### src/hdl/gpce_pkg.sv
`default_nettype none
package gpce_pkg;

	localparam int COORD_W    = 8;
	localparam int SQ_W       = 15;
	localparam int D2_W       = 16;
	localparam int T_W        = 17;
	localparam int T_FRAC     = 16;
	localparam int LIN_SHIFT  = 7;
	localparam int ROOT_W     = 17;
	localparam int FRAC_SHIFT = 18;
	localparam int REM_W      = 35;
	localparam int CH_W       = 8;
	localparam int NUM_CH     = 4;
	localparam int COLOR_W    = 32;
	localparam int PROD_W     = T_W + CH_W;
	localparam int ACC_W      = PROD_W + 1;
	localparam int REG_IDX_W  = 2;

	// Mode codes; any other code paints the start color.
	localparam logic [1:0] MODE_LINEAR = 2'd1;
	localparam logic [1:0] MODE_RADIAL = 2'd2;

	localparam logic [REG_IDX_W-1:0] REG_MODE  = 2'd0;
	localparam logic [REG_IDX_W-1:0] REG_START = 2'd1;
	localparam logic [REG_IDX_W-1:0] REG_END   = 2'd2;

	localparam logic [COORD_W:0]   CENTER  = 9'd128;
	localparam logic [D2_W-1:0]    D2_UNIT = 16'd16384;
	localparam logic [T_W-1:0]     T_ONE   = 17'h10000;
	localparam logic [ACC_W-1:0]   ROUND   = ACC_W'(2 ** (T_FRAC - 1));
	localparam logic [ACC_W-1:0]   ACC_MAX = ACC_W'((2 ** CH_W - 1) * (2 ** T_FRAC));

	typedef struct packed {
		logic           blend;
		logic           radial;
		logic [T_W-1:0] lin_t;
	} gpce_side_t;

endpackage
`default_nettype wire

### src/hdl/gpce_coord.sv
`default_nettype none
module gpce_coord import gpce_pkg::*; (
	input  logic               clk,
	input  logic               arst_n,
	input  logic               in_valid,
	output logic               in_ready,
	input  logic [COORD_W-1:0] pixel_x,
	input  logic [COORD_W-1:0] pixel_y,
	input  logic [1:0]         paint_mode,
	output logic               out_valid,
	input  logic               out_ready,
	output logic [D2_W-1:0]    out_d2,
	output gpce_side_t         out_side
);

	logic signed [COORD_W:0]     dx, dy;
	logic signed [2*COORD_W+1:0] sqx, sqy;
	logic [COORD_W:0]            sum_xy;
	logic [T_W-1:0]              lin_t;
	logic                        valid_s1, valid_s2, rdy_s1, rdy_s2;
	logic [SQ_W-1:0]             sqx_s1, sqy_s1;
	logic [T_W-1:0]              lin_t_s1;
	logic [1:0]                  mode_s1;
	logic [D2_W-1:0]             d2, d2_s2;
	gpce_side_t                  side, side_s2;

	assign dx     = $signed({1'b0, pixel_x} - CENTER);
	assign dy     = $signed({1'b0, pixel_y} - CENTER);
	assign sqx    = dx * dx;
	assign sqy    = dy * dy;
	assign sum_xy = {1'b0, pixel_x} + {1'b0, pixel_y};
	assign lin_t  = T_W'({sum_xy, {LIN_SHIFT{1'b0}}});

	assign d2 = {1'b0, sqx_s1} + {1'b0, sqy_s1};

	always_comb begin
		side.lin_t  = lin_t_s1;
		side.radial = 1'b0;
		side.blend  = 1'b0;
		case (mode_s1)
			MODE_LINEAR: begin
				side.blend = 1'b1;
			end
			MODE_RADIAL: begin
				side.radial = 1'b1;
				side.blend  = (d2 <= D2_UNIT);
			end
			default: begin
				side.blend = 1'b0;
			end
		endcase
	end

	assign rdy_s2   = ~valid_s2 | out_ready;
	assign rdy_s1   = ~valid_s1 | rdy_s2;
	assign in_ready = rdy_s1;

	always_ff @(posedge clk or negedge arst_n) begin
		if (!arst_n) begin
			valid_s1 <= 1'b0;
			valid_s2 <= 1'b0;
		end else begin
			if (rdy_s1) valid_s1 <= in_valid;
			if (rdy_s2) valid_s2 <= valid_s1;
		end
	end

	always_ff @(posedge clk) begin
		if (rdy_s1 && in_valid) begin
			sqx_s1   <= sqx[SQ_W-1:0];
			sqy_s1   <= sqy[SQ_W-1:0];
			lin_t_s1 <= lin_t;
			mode_s1  <= paint_mode;
		end
		if (rdy_s2 && valid_s1) begin
			d2_s2   <= d2;
			side_s2 <= side;
		end
	end

	assign out_valid = valid_s2;
	assign out_d2    = d2_s2;
	assign out_side  = side_s2;

endmodule
`default_nettype wire

### src/hdl/gpce_sqrt.sv
`default_nettype none
module gpce_sqrt import gpce_pkg::*; (
	input  logic              clk,
	input  logic              arst_n,
	input  logic              in_valid,
	output logic              in_ready,
	input  logic [D2_W-1:0]   in_d2,
	input  gpce_side_t        in_side,
	output logic              out_valid,
	input  logic              out_ready,
	output logic [ROOT_W-1:0] out_root,
	output gpce_side_t        out_side
);

	// One result bit per stage, most significant first.
	logic              valid_s [1:ROOT_W];
	logic              rdy     [1:ROOT_W+1];
	logic [REM_W-1:0]  rem_s   [1:ROOT_W-1];
	logic [ROOT_W-1:0] root_s  [1:ROOT_W];
	gpce_side_t        side_s  [1:ROOT_W];

	assign rdy[ROOT_W+1] = out_ready;

	for (genvar k = 0; k < ROOT_W; k++) begin : g_stage
		localparam int BIT = ROOT_W - 1 - k;

		logic [REM_W-1:0]  rem_cur, trial;
		logic [ROOT_W-1:0] root_cur, root_nxt;
		logic              valid_cur, take;
		gpce_side_t        side_cur;

		if (k == 0) begin : g_head
			assign rem_cur   = REM_W'({in_d2, {FRAC_SHIFT{1'b0}}});
			assign root_cur  = '0;
			assign valid_cur = in_valid;
			assign side_cur  = in_side;
		end else begin : g_body
			assign rem_cur   = rem_s[k];
			assign root_cur  = root_s[k];
			assign valid_cur = valid_s[k];
			assign side_cur  = side_s[k];
		end

		// (q + 2^b)^2 - q^2 = q * 2^(b+1) + 2^(2b)
		assign trial    = (REM_W'(root_cur) << (BIT + 1)) + (REM_W'(1) << (2 * BIT));
		assign take     = (rem_cur >= trial);
		assign root_nxt = take ? (root_cur | (ROOT_W'(1) << BIT)) : root_cur;

		assign rdy[k+1] = ~valid_s[k+1] | rdy[k+2];

		always_ff @(posedge clk or negedge arst_n) begin
			if (!arst_n) begin
				valid_s[k+1] <= 1'b0;
			end else if (rdy[k+1]) begin
				valid_s[k+1] <= valid_cur;
			end
		end

		always_ff @(posedge clk) begin
			if (rdy[k+1] && valid_cur) begin
				root_s[k+1] <= root_nxt;
				side_s[k+1] <= side_cur;
			end
		end

		if (k < ROOT_W - 1) begin : g_rem
			logic [REM_W-1:0] rem_nxt;
			assign rem_nxt = take ? (rem_cur - trial) : rem_cur;
			always_ff @(posedge clk) begin
				if (rdy[k+1] && valid_cur) rem_s[k+1] <= rem_nxt;
			end
		end
	end

	assign in_ready  = rdy[1];
	assign out_valid = valid_s[ROOT_W];
	assign out_root  = root_s[ROOT_W];
	assign out_side  = side_s[ROOT_W];

`ifndef SYNTHESIS
	a_root_in_unit: assert property (@(posedge clk) disable iff (!arst_n)
		out_valid && out_side.radial && out_side.blend |-> out_root <= T_ONE)
		else $error("radial root above one inside the unit circle");
`endif

endmodule
`default_nettype wire

### src/hdl/gpce_blend.sv
`default_nettype none
module gpce_blend import gpce_pkg::*; (
	input  logic               clk,
	input  logic               arst_n,
	input  logic               in_valid,
	output logic               in_ready,
	input  logic [ROOT_W-1:0]  in_root,
	input  gpce_side_t         in_side,
	input  logic [COLOR_W-1:0] start_color,
	input  logic [COLOR_W-1:0] end_color,
	output logic               m_tvalid,
	input  logic               m_tready,
	output logic [COLOR_W-1:0] m_tdata
);

	logic [T_W-1:0]     t, t_inv;
	logic [PROD_W-1:0]  p0 [NUM_CH];
	logic [PROD_W-1:0]  p1 [NUM_CH];
	logic [PROD_W-1:0]  p0_s1 [NUM_CH];
	logic [PROD_W-1:0]  p1_s1 [NUM_CH];
	logic               valid_s1, valid_s2, blend_s1, blend_s2, rdy_s1, rdy_s2;
	logic [ACC_W-1:0]   acc [NUM_CH];
	logic [COLOR_W-1:0] mix, color_s2;

	assign t     = in_side.radial ? in_root : in_side.lin_t;
	assign t_inv = T_ONE - t;

	always_comb begin
		for (int ch = 0; ch < NUM_CH; ch++) begin
			p1[ch] = PROD_W'(t * end_color[ch*CH_W +: CH_W]);
			p0[ch] = PROD_W'(t_inv * start_color[ch*CH_W +: CH_W]);
		end
	end

	always_comb begin
		mix = '0;
		for (int ch = 0; ch < NUM_CH; ch++) begin
			acc[ch] = ACC_W'(p0_s1[ch]) + ACC_W'(p1_s1[ch]) + ROUND;
			mix[ch*CH_W +: CH_W] = acc[ch][T_FRAC +: CH_W];
		end
	end

	assign rdy_s2   = ~valid_s2 | m_tready;
	assign rdy_s1   = ~valid_s1 | rdy_s2;
	assign in_ready = rdy_s1;

	always_ff @(posedge clk or negedge arst_n) begin
		if (!arst_n) begin
			valid_s1 <= 1'b0;
			valid_s2 <= 1'b0;
		end else begin
			if (rdy_s1) valid_s1 <= in_valid;
			if (rdy_s2) valid_s2 <= valid_s1;
		end
	end

	always_ff @(posedge clk) begin
		if (rdy_s1 && in_valid) begin
			p0_s1    <= p0;
			p1_s1    <= p1;
			blend_s1 <= in_side.blend;
		end
		if (rdy_s2 && valid_s1) begin
			color_s2 <= blend_s1 ? mix : start_color;
			blend_s2 <= blend_s1;
		end
	end

	assign m_tvalid = valid_s2;
	assign m_tdata  = color_s2;

`ifndef SYNTHESIS
	a_acc_range_lo: assert property (@(posedge clk) disable iff (!arst_n)
		valid_s1 && blend_s1 |-> (ACC_W'(p0_s1[0]) + ACC_W'(p1_s1[0])) <= ACC_MAX)
		else $error("blend weight sum out of range on lowest channel");
	a_acc_range_hi: assert property (@(posedge clk) disable iff (!arst_n)
		valid_s1 && blend_s1 |->
		(ACC_W'(p0_s1[NUM_CH-1]) + ACC_W'(p1_s1[NUM_CH-1])) <= ACC_MAX)
		else $error("blend weight sum out of range on highest channel");
	a_solid_color: assert property (@(posedge clk) disable iff (!arst_n)
		m_tvalid && !blend_s2 |-> m_tdata == start_color)
		else $error("unblended pixel differs from start color");
`endif

endmodule
`default_nettype wire

### src/hdl/gradient_paint_color_eval.sv
`default_nettype none
// Pipeline from an accepted input transaction to its output transaction:
// 2 coordinate stages, 17 square-root stages, 2 blend stages.
// Throughput: one pixel per cycle unless the output stalls; each square-root
// stage resolves one root bit. Stages advance independently, so bubbles close up
// while the output stalls. Reset: arst_n is asynchronous, active low; it clears
// all valid bits and the mode and color registers to zero.
module gradient_paint_color_eval import gpce_pkg::*; (
	input  logic                 clk,
	input  logic                 arst_n,
	input  logic                 s_tvalid,
	output logic                 s_tready,
	input  logic [15:0]          s_tdata,   // [7:0] pixel_x, [15:8] pixel_y
	output logic                 m_tvalid,
	input  logic                 m_tready,
	output logic [COLOR_W-1:0]   m_tdata,   // [31:0] pixel_color
	input  logic                 cfg_we,
	input  logic [REG_IDX_W-1:0] cfg_index,
	input  logic [COLOR_W-1:0]   cfg_data
);

	logic [1:0]         mode_q;
	logic [COLOR_W-1:0] start_q, end_q;

	logic               c_valid, c_ready;
	logic [D2_W-1:0]    c_d2;
	gpce_side_t         c_side;
	logic               r_valid, r_ready;
	logic [ROOT_W-1:0]  r_root;
	gpce_side_t         r_side;

	always_ff @(posedge clk or negedge arst_n) begin
		if (!arst_n) begin
			mode_q  <= '0;
			start_q <= '0;
			end_q   <= '0;
		end else if (cfg_we) begin
			case (cfg_index)
				REG_MODE:  mode_q  <= cfg_data[1:0];
				REG_START: start_q <= cfg_data;
				REG_END:   end_q   <= cfg_data;
				default: begin
				end
			endcase
		end
	end

	gpce_coord u_coord (
		.clk        (clk),
		.arst_n     (arst_n),
		.in_valid   (s_tvalid),
		.in_ready   (s_tready),
		.pixel_x    (s_tdata[7:0]),
		.pixel_y    (s_tdata[15:8]),
		.paint_mode (mode_q),
		.out_valid  (c_valid),
		.out_ready  (c_ready),
		.out_d2     (c_d2),
		.out_side   (c_side)
	);

	gpce_sqrt u_sqrt (
		.clk       (clk),
		.arst_n    (arst_n),
		.in_valid  (c_valid),
		.in_ready  (c_ready),
		.in_d2     (c_d2),
		.in_side   (c_side),
		.out_valid (r_valid),
		.out_ready (r_ready),
		.out_root  (r_root),
		.out_side  (r_side)
	);

	gpce_blend u_blend (
		.clk         (clk),
		.arst_n      (arst_n),
		.in_valid    (r_valid),
		.in_ready    (r_ready),
		.in_root     (r_root),
		.in_side     (r_side),
		.start_color (start_q),
		.end_color   (end_q),
		.m_tvalid    (m_tvalid),
		.m_tready    (m_tready),
		.m_tdata     (m_tdata)
	);

endmodule
`default_nettype wire

### config.mk
export PLATFORM = sky130hd
export DESIGN_NAME = gradient_paint_color_eval
export DESIGN_NICKNAME = d
export VERILOG_FILES = /design/src/hdl/gpce_pkg.sv /design/src/hdl/gpce_coord.sv /design/src/hdl/gpce_sqrt.sv /design/src/hdl/gpce_blend.sv /design/src/hdl/gradient_paint_color_eval.sv
export SDC_FILE = /design/constraint.sdc
export NUM_CORES = 2
export LEC_CHECK = 0
export BUFFER_PORTS_ARGS = -buffer_cell sky130_fd_sc_hd__buf_2
export CAP_MARGIN = 25
export CORE_MARGIN = 1
export CORE_UTILIZATION = 40
export DETAILED_ROUTE_END_ITERATION = 10
export SETUP_SLACK_MARGIN = 0.15
export SLEW_MARGIN = 20
export SYNTH_ARGS = -nofsm -noshare
export SYNTH_HDL_FRONTEND = slang
export SYNTH_SLANG_ARGS = --single-unit
export TNS_END_PERCENT = 20
### constraint.sdc
create_clock -name clk -period 16.14 [get_ports clk]
set_clock_uncertainty 0.05 [all_clocks]
set_input_delay 1.614 -clock clk [delete_from_list [all_inputs] [get_ports clk]]
set_output_delay 1.614 -clock clk [all_outputs]
set_load 0.05 [all_outputs]
== Yosys cells after proc, flatten, opt, wreduce, memory -nomap -nowiden ==
Memories as Yosys holds them, arrays and structs flattened.
Cells that the tools add are included.
Word-level totals
  register bits: 380
  RAM bits: 1172
  memory bits (read-only): 0
  output and inout port bits: 34
  input port bits: 55
  memories: 3
  latch bits: 0
Operators by class
  $lt $le $gt $ge: 18
  $add $sub $neg: 45
  eq/ne operators: 4
  multiplexer cells: 71
  multiply operators: 10
  reduce and logical (&&, ||, !) cells: 25
  shift operators: 0
  bitwise operators: 42
  divide/modulo/power cells: 0
Memories
  u_sqrt.rem_s: depth 16, width 35, read ports 16, clocked after Yosys merged registers in 0, write ports 16, line gpce_sqrt.sv:18  | logic [REM_W-1:0] rem_s [1:ROOT_W-1];
  u_sqrt.side_s: depth 17, width 19, read ports 17, clocked after Yosys merged registers in 0, write ports 17, line gpce_sqrt.sv:20  | gpce_side_t side_s [1:ROOT_W];
  u_sqrt.root_s: depth 17, width 17, read ports 17, clocked after Yosys merged registers in 0, write ports 17, line gpce_sqrt.sv:19  | logic [ROOT_W-1:0] root_s [1:ROOT_W];
Operator list (number)
  >= comparator 35 bit: 16
  two-way mux 35 bit: 16
  subtractor 35 bit: 15
  multiplier 17 x 8 -> 24 bit: 8
  adder 24 x 16 -> 24 bit, second input constant: 4
  adder 24 bit: 4
  two-way mux 1 bit: 36
  subtractor 34 x 33 -> 35 bit, second input constant: 1
  adder 33 x 31 -> 34 bit, second input constant: 1
  >= comparator 34 x 33 -> 1 bit, second input constant: 1
  two-way mux 17 bit: 2
  adder 32 x 29 -> 33 bit, second input constant: 1
  adder 31 x 27 -> 32 bit, second input constant: 1
  two-way mux 32 bit: 1
  adder 30 x 25 -> 31 bit, second input constant: 1
  adder 29 x 23 -> 30 bit, second input constant: 1
  multiplier 9 x 9 -> 15 bit: 2
  adder 28 x 21 -> 29 bit, second input constant: 1
  adder 27 x 19 -> 28 bit, second input constant: 1
  adder 26 x 17 -> 27 bit, second input constant: 1
  adder 25 x 15 -> 26 bit, second input constant: 1
  adder 24 x 13 -> 25 bit, second input constant: 1
  adder 23 x 11 -> 24 bit, second input constant: 1
  adder 22 x 9 -> 23 bit, second input constant: 1
  other kinds (32): 97

== Longest topological paths before layout ==
  word-level depth: 23
  mapped depth: 27
  mapped depth without buffers: 24

== Cells and area by module ==
Synthesis repeated with hierarchy kept, for this count alone.
Second synthesis, totals
  cells, all modules: 7834
  area total of the unflattened synthesis: 89582.2 um^2
By module, submodules not included
  gpce_blend: instances 1, cells an instance 4591, area an instance 44172.4 um^2, seq. area each 6806.5 um^2
  gpce_sqrt: instances 1, cells an instance 2446, area an instance 35590.4 um^2, seq. area each 24808.8 um^2
  gpce_coord: instances 1, cells an instance 656, area an instance 7181.9 um^2, seq. area each 2031.9 um^2
  gradient_paint_color_eval: instances 1, cells an instance 141, area an instance 2637.5 um^2, seq. area each 1651.6 um^2

== Least setup slack after synthesis ==
OpenSTA, ideal clock, no wires.
  path type: input to register
  start point: input m_tready
  end point: register u_blend.blend_s1 (enable)
  arrival time: 6.141 ns
  path slack: 9.373 ns
  cell stages on the path: 3
  required time: 15.514 ns
  cells stage by stage: nor2b_1 nand2_1 and2_1
Between the ends
  longest elaborated chain between the ends: 3
RTL lines
  start, declared: line gradient_paint_color_eval.sv:15  | input logic m_tready,
  OR 1 bit: line gpce_blend.sv:43  | assign rdy_s2 = ~valid_s2 | m_tready;
  OR 1 bit: line gpce_blend.sv:44  | assign rdy_s1 = ~valid_s1 | rdy_s2;
  logical AND 1 bit: line gpce_blend.sv:58  | if (rdy_s1 && in_valid) begin
  end signal, assigned: line gpce_blend.sv:61  | blend_s1 <= in_side.blend;
  end, declared: line gpce_blend.sv:21  | logic valid_s1, valid_s2, blend_s1, blend_s2, rdy_s1, rdy_s2;
No other way between the ends.
A chain may end at the register's enable or synchronous reset.

==> results.ini <==
[clock_tree]
path_clk_slew_ps = 60
cts.repair.resized = 0
htreeDepth = 3
root_buffer = clkbuf_16
cts_sinks = 1054
clk_path_buf_depth = 3
cts_buffers = 116
cts_hold_buf = 0
cts_tree = built
cts_setup_buffers = 0
clk_latency_ps = 790

[logic_synthesis]
synth_edf_count = 967
synthArstFlopShare_pct = 8.25
synthCells = 7581
ys_types = 88
synth-seq-cells = 1054
ys_seq_area_share_pct = 37.0
avgSynthCellArea_um2 = 11.1
synth_nets = 9202
synth_top_flop_cell = edfxtp_1
yosys_warnings = 0
syn_area_um2 = 84400

[detailed_routing]
wl_met2_um = 93200
drt_iter0_markers = 2996
drc = 0
final_antenna_net_count = 0
firstDrtPassIters = 6
vias = 53800
routed_via_density = 5.11
dr.max_layer_used = met4
dr_wl_met3_um = 8680
wl_per_cell_um = 17.8
finalWirelength_um = 187000
met1_length_um = 77900

[worst_setup_path]
cp_max_fo = 56
crit_path_cell_trace = buf_4, and2_1, inv_1, nand4_1, xor2_2, buf_4, and2_1, fa_1, fa_1, fa_1, fa_1, ha_1, a21oi_1, o21ai_0, a31oi_1, a21oi_1, a22o_1, or4_1, a31o_2, a21oi_1, xnor2_1
startpoint = u_sqrt.root_s[0][289]$_DFFE_PP_
end_kind = flop
criticalPathCategory = reg2reg
arrival_ps = 9010
worst_ep_required_time_ps = 16620
r2r_cells = 21
crit_path_start_kind = flop
reg2reg_slack_ps = 7610
max_stage_delay_ps = 1000
crit_slowest_cell = and2_1
cpMostUsedCell = fa_1
reg2reg_from = u_sqrt.root_s[0][289]$_DFFE_PP_

[outcome]
outcome = complete, no violations

[layout]
syn2layout_area_growth_pct = 9.47
nNetsFinal = 9241
layout-drive-gt1-share_pct = 7.37
multi_input_comb_area_um2 = 48400
antenna_cells = 0
postLayoutCoreUtil_pct = 44.1
fin_cells = 10500
fill_cells = 19400
seqCellArea_um2 = 31200

[timing]
worst_pin_slew_ps = 1150
hold_viol_final = 0
max_slew_margin_pct = 23.5
fin_ws_ps = 7610
rsz0062_at_grt = no
clock.fmax_mhz = 117
period_needed_ps = 8530
setup_tns_ps = 0
finalMaxSlewViolations = 0
setup_viol = 0
fin_crit_sh_pct = 52.9

[floorplan]
die_y_um = 461
io_pins = 89
core_um2 = 210000
row_count = 168
die_w_um = 461
die_area_um2 = 213000
start_util_pct = 40.3

[grt]
overflow = 0
grt_pass1_vias = 56800
grt_max_degree = 122
antenna_found_initial = 3
grt_usage_pct = 17.9
grt_pass1_wl_um = 302000

[worst_hold_path]
hold_depth = 0
hold_class = reg2reg
worstHoldStart = u_sqrt.side_s[0][279]$_DFFE_PP_

[placed_design]
numPortBuffers = 88
hpwlAfterDp_um = 139000
place_congestion = 0.862
dp.cells = 10300
dpl_worst_slack_ps = 7750

[run]
max_cap_violations = 0

==> layout make-up <==
cell class / count / area share, %
Multi-Input combinational cell: 5209 / 52.4
Sequential cell: 1054 / 33.8
Timing Repair Buffer: 166 / 1.18
Inverter: 1073 / 4.36
Clock inverter: 71 / 1.06
Clock buffer: 147 / 3.37
Tap cell: 2805 / 3.80
==> Yosys cell counts (48+ instances only) <==
cell / instances / area [um^2]
a21o_1: 92 / 691
a21oi_1: 290 / 1450
and2_1: 459 / 2870
and3_1: 198 / 1240
clkbuf_1: 221 / 830
dfrtp_1: 87 / 2180
edfxtp_1: 967 / 29000
fa_1: 815 / 16300
ha_1: 751 / 9400
inv_1: 1071 / 4020
mux2_2: 136 / 1530
nand2_1: 598 / 2240
nand2b_1: 65 / 407
nand3_1: 61 / 305
nor2_1: 294 / 1100
nor2b_1: 191 / 1190
nor3_1: 109 / 546
o21a_1: 51 / 383
o21ai_0: 163 / 816
o21bai_1: 48 / 360
xnor2_1: 308 / 2700
xor2_1: 169 / 1480
==> metal layers <==
| layer | GRT usage [%] | up-vias |
|---|---|---|
| met4 | 7.06 | 0 |
| met3 | 2.41 | 337 |
| li1 | - | 25400 |
| met1 | 22.1 | 26900 |
| met5 | 0 | - |
| met2 | 31.5 | 1148 |
==> through the flow <==
step / area [um^2] / hold WS [ps]
after floorplan: 84400 / 350
final: 92300 / 349
after detailed placement: 88200 / 355
after global placement: 88100 / 351
after global routing: 92300 / 338
after CTS: 92300 / 323
==> placed cells by master (no fill, tap or decap), drive strengths merged, types with 44 or more instances in the layout <==
| cell | n |
|---|---|
| o21a | 51 |
| dfrtp | 87 |
| buf | 165 |
| o21bai | 48 |
| inv | 1075 |
| nand2b | 65 |
| edfxtp | 967 |
| xor2 | 169 |
| a21o | 92 |
| nor2 | 294 |
| ha | 751 |
| and3 | 198 |
| a21oi | 290 |
| clkinv | 44 |
| nand3 | 61 |
| and2 | 459 |
| nor3 | 110 |
| clkbuf | 148 |
| nor4 | 46 |
| o21ai | 164 |
| nand2 | 598 |
| mux2 | 137 |
| fa | 815 |
| xnor2 | 308 |
| nor2b | 192 |
==> cells by family (layout without fill, tap and decap cells) <==
kind of cell             after synthesis  in the layout  share of synthesized area [%]
AO/OA/AOI/OAI                        832            832                           6.21
buffers and inverters               1318           1457                           5.90
flip-flops                          1054           1054                           37.0
multiplexers                         143            143                           1.90
other                                  1              1                        0.00445
XOR/XNOR                             477            477                           4.95
AND/OR/NAND/NOR                     2189           2189                           13.5
adder cells (fa/ha/maj)             1567           1567                           30.5
==> critical path: cells and delay by family, from the launching register on <==
family,cells,cell delay (ps)
xor gates and xnor gates,2,730
adders and majority gates,5,2240
AOI/OAI and AO/OA,7,1590
DFF,1,320
buffers and inverters,3,1330
and+or+nand+nor,4,1970
==> sequential cells by signal (all words and copies together), names as in the netlist <==
register and count:
u_sqrt.root_s 153, end_q 32, u_coord.lin_t_s1 9, u_blend.p1_s1 96, u_coord.out_side 11, u_sqrt.g_stage.valid_cur 16, u_coord.valid_s1 1, u_blend.m_tvalid 1
u_blend.p0_s1 96, u_blend.blend_s1 1, start_q 32, u_coord.out_d2 16, mode_q 2, u_coord.mode_s1 2, u_blend.m_tdata 32, u_blend.valid_s1 1
u_sqrt.rem_s 336, u_sqrt.out_valid 1, u_coord.out_valid 1, u_coord.sqx_s1 14, u_coord.sqy_s1 14, u_sqrt.side_s 187
==> final timing paths <==
| kind | to |
|---|---|
| min | u_sqrt.side_s[0][298]$_DFFE_PP_ |
| max | u_blend.p0_s1[97]$_DFFE_PP_ |
| max reg2reg | u_blend.p0_s1[97]$_DFFE_PP_ |
| min in group asynchronous | start_q[14]$_DFFE_PN0P_ |
| min reg2reg | u_sqrt.side_s[0][298]$_DFFE_PP_ |
| max in group asynchronous | u_blend.m_tvalid$_DFFE_PN0P_ |
Power is left out: the tool's default activity adds up to more than one toggle a clock period on the data nets, which glitch-free logic cannot reach.
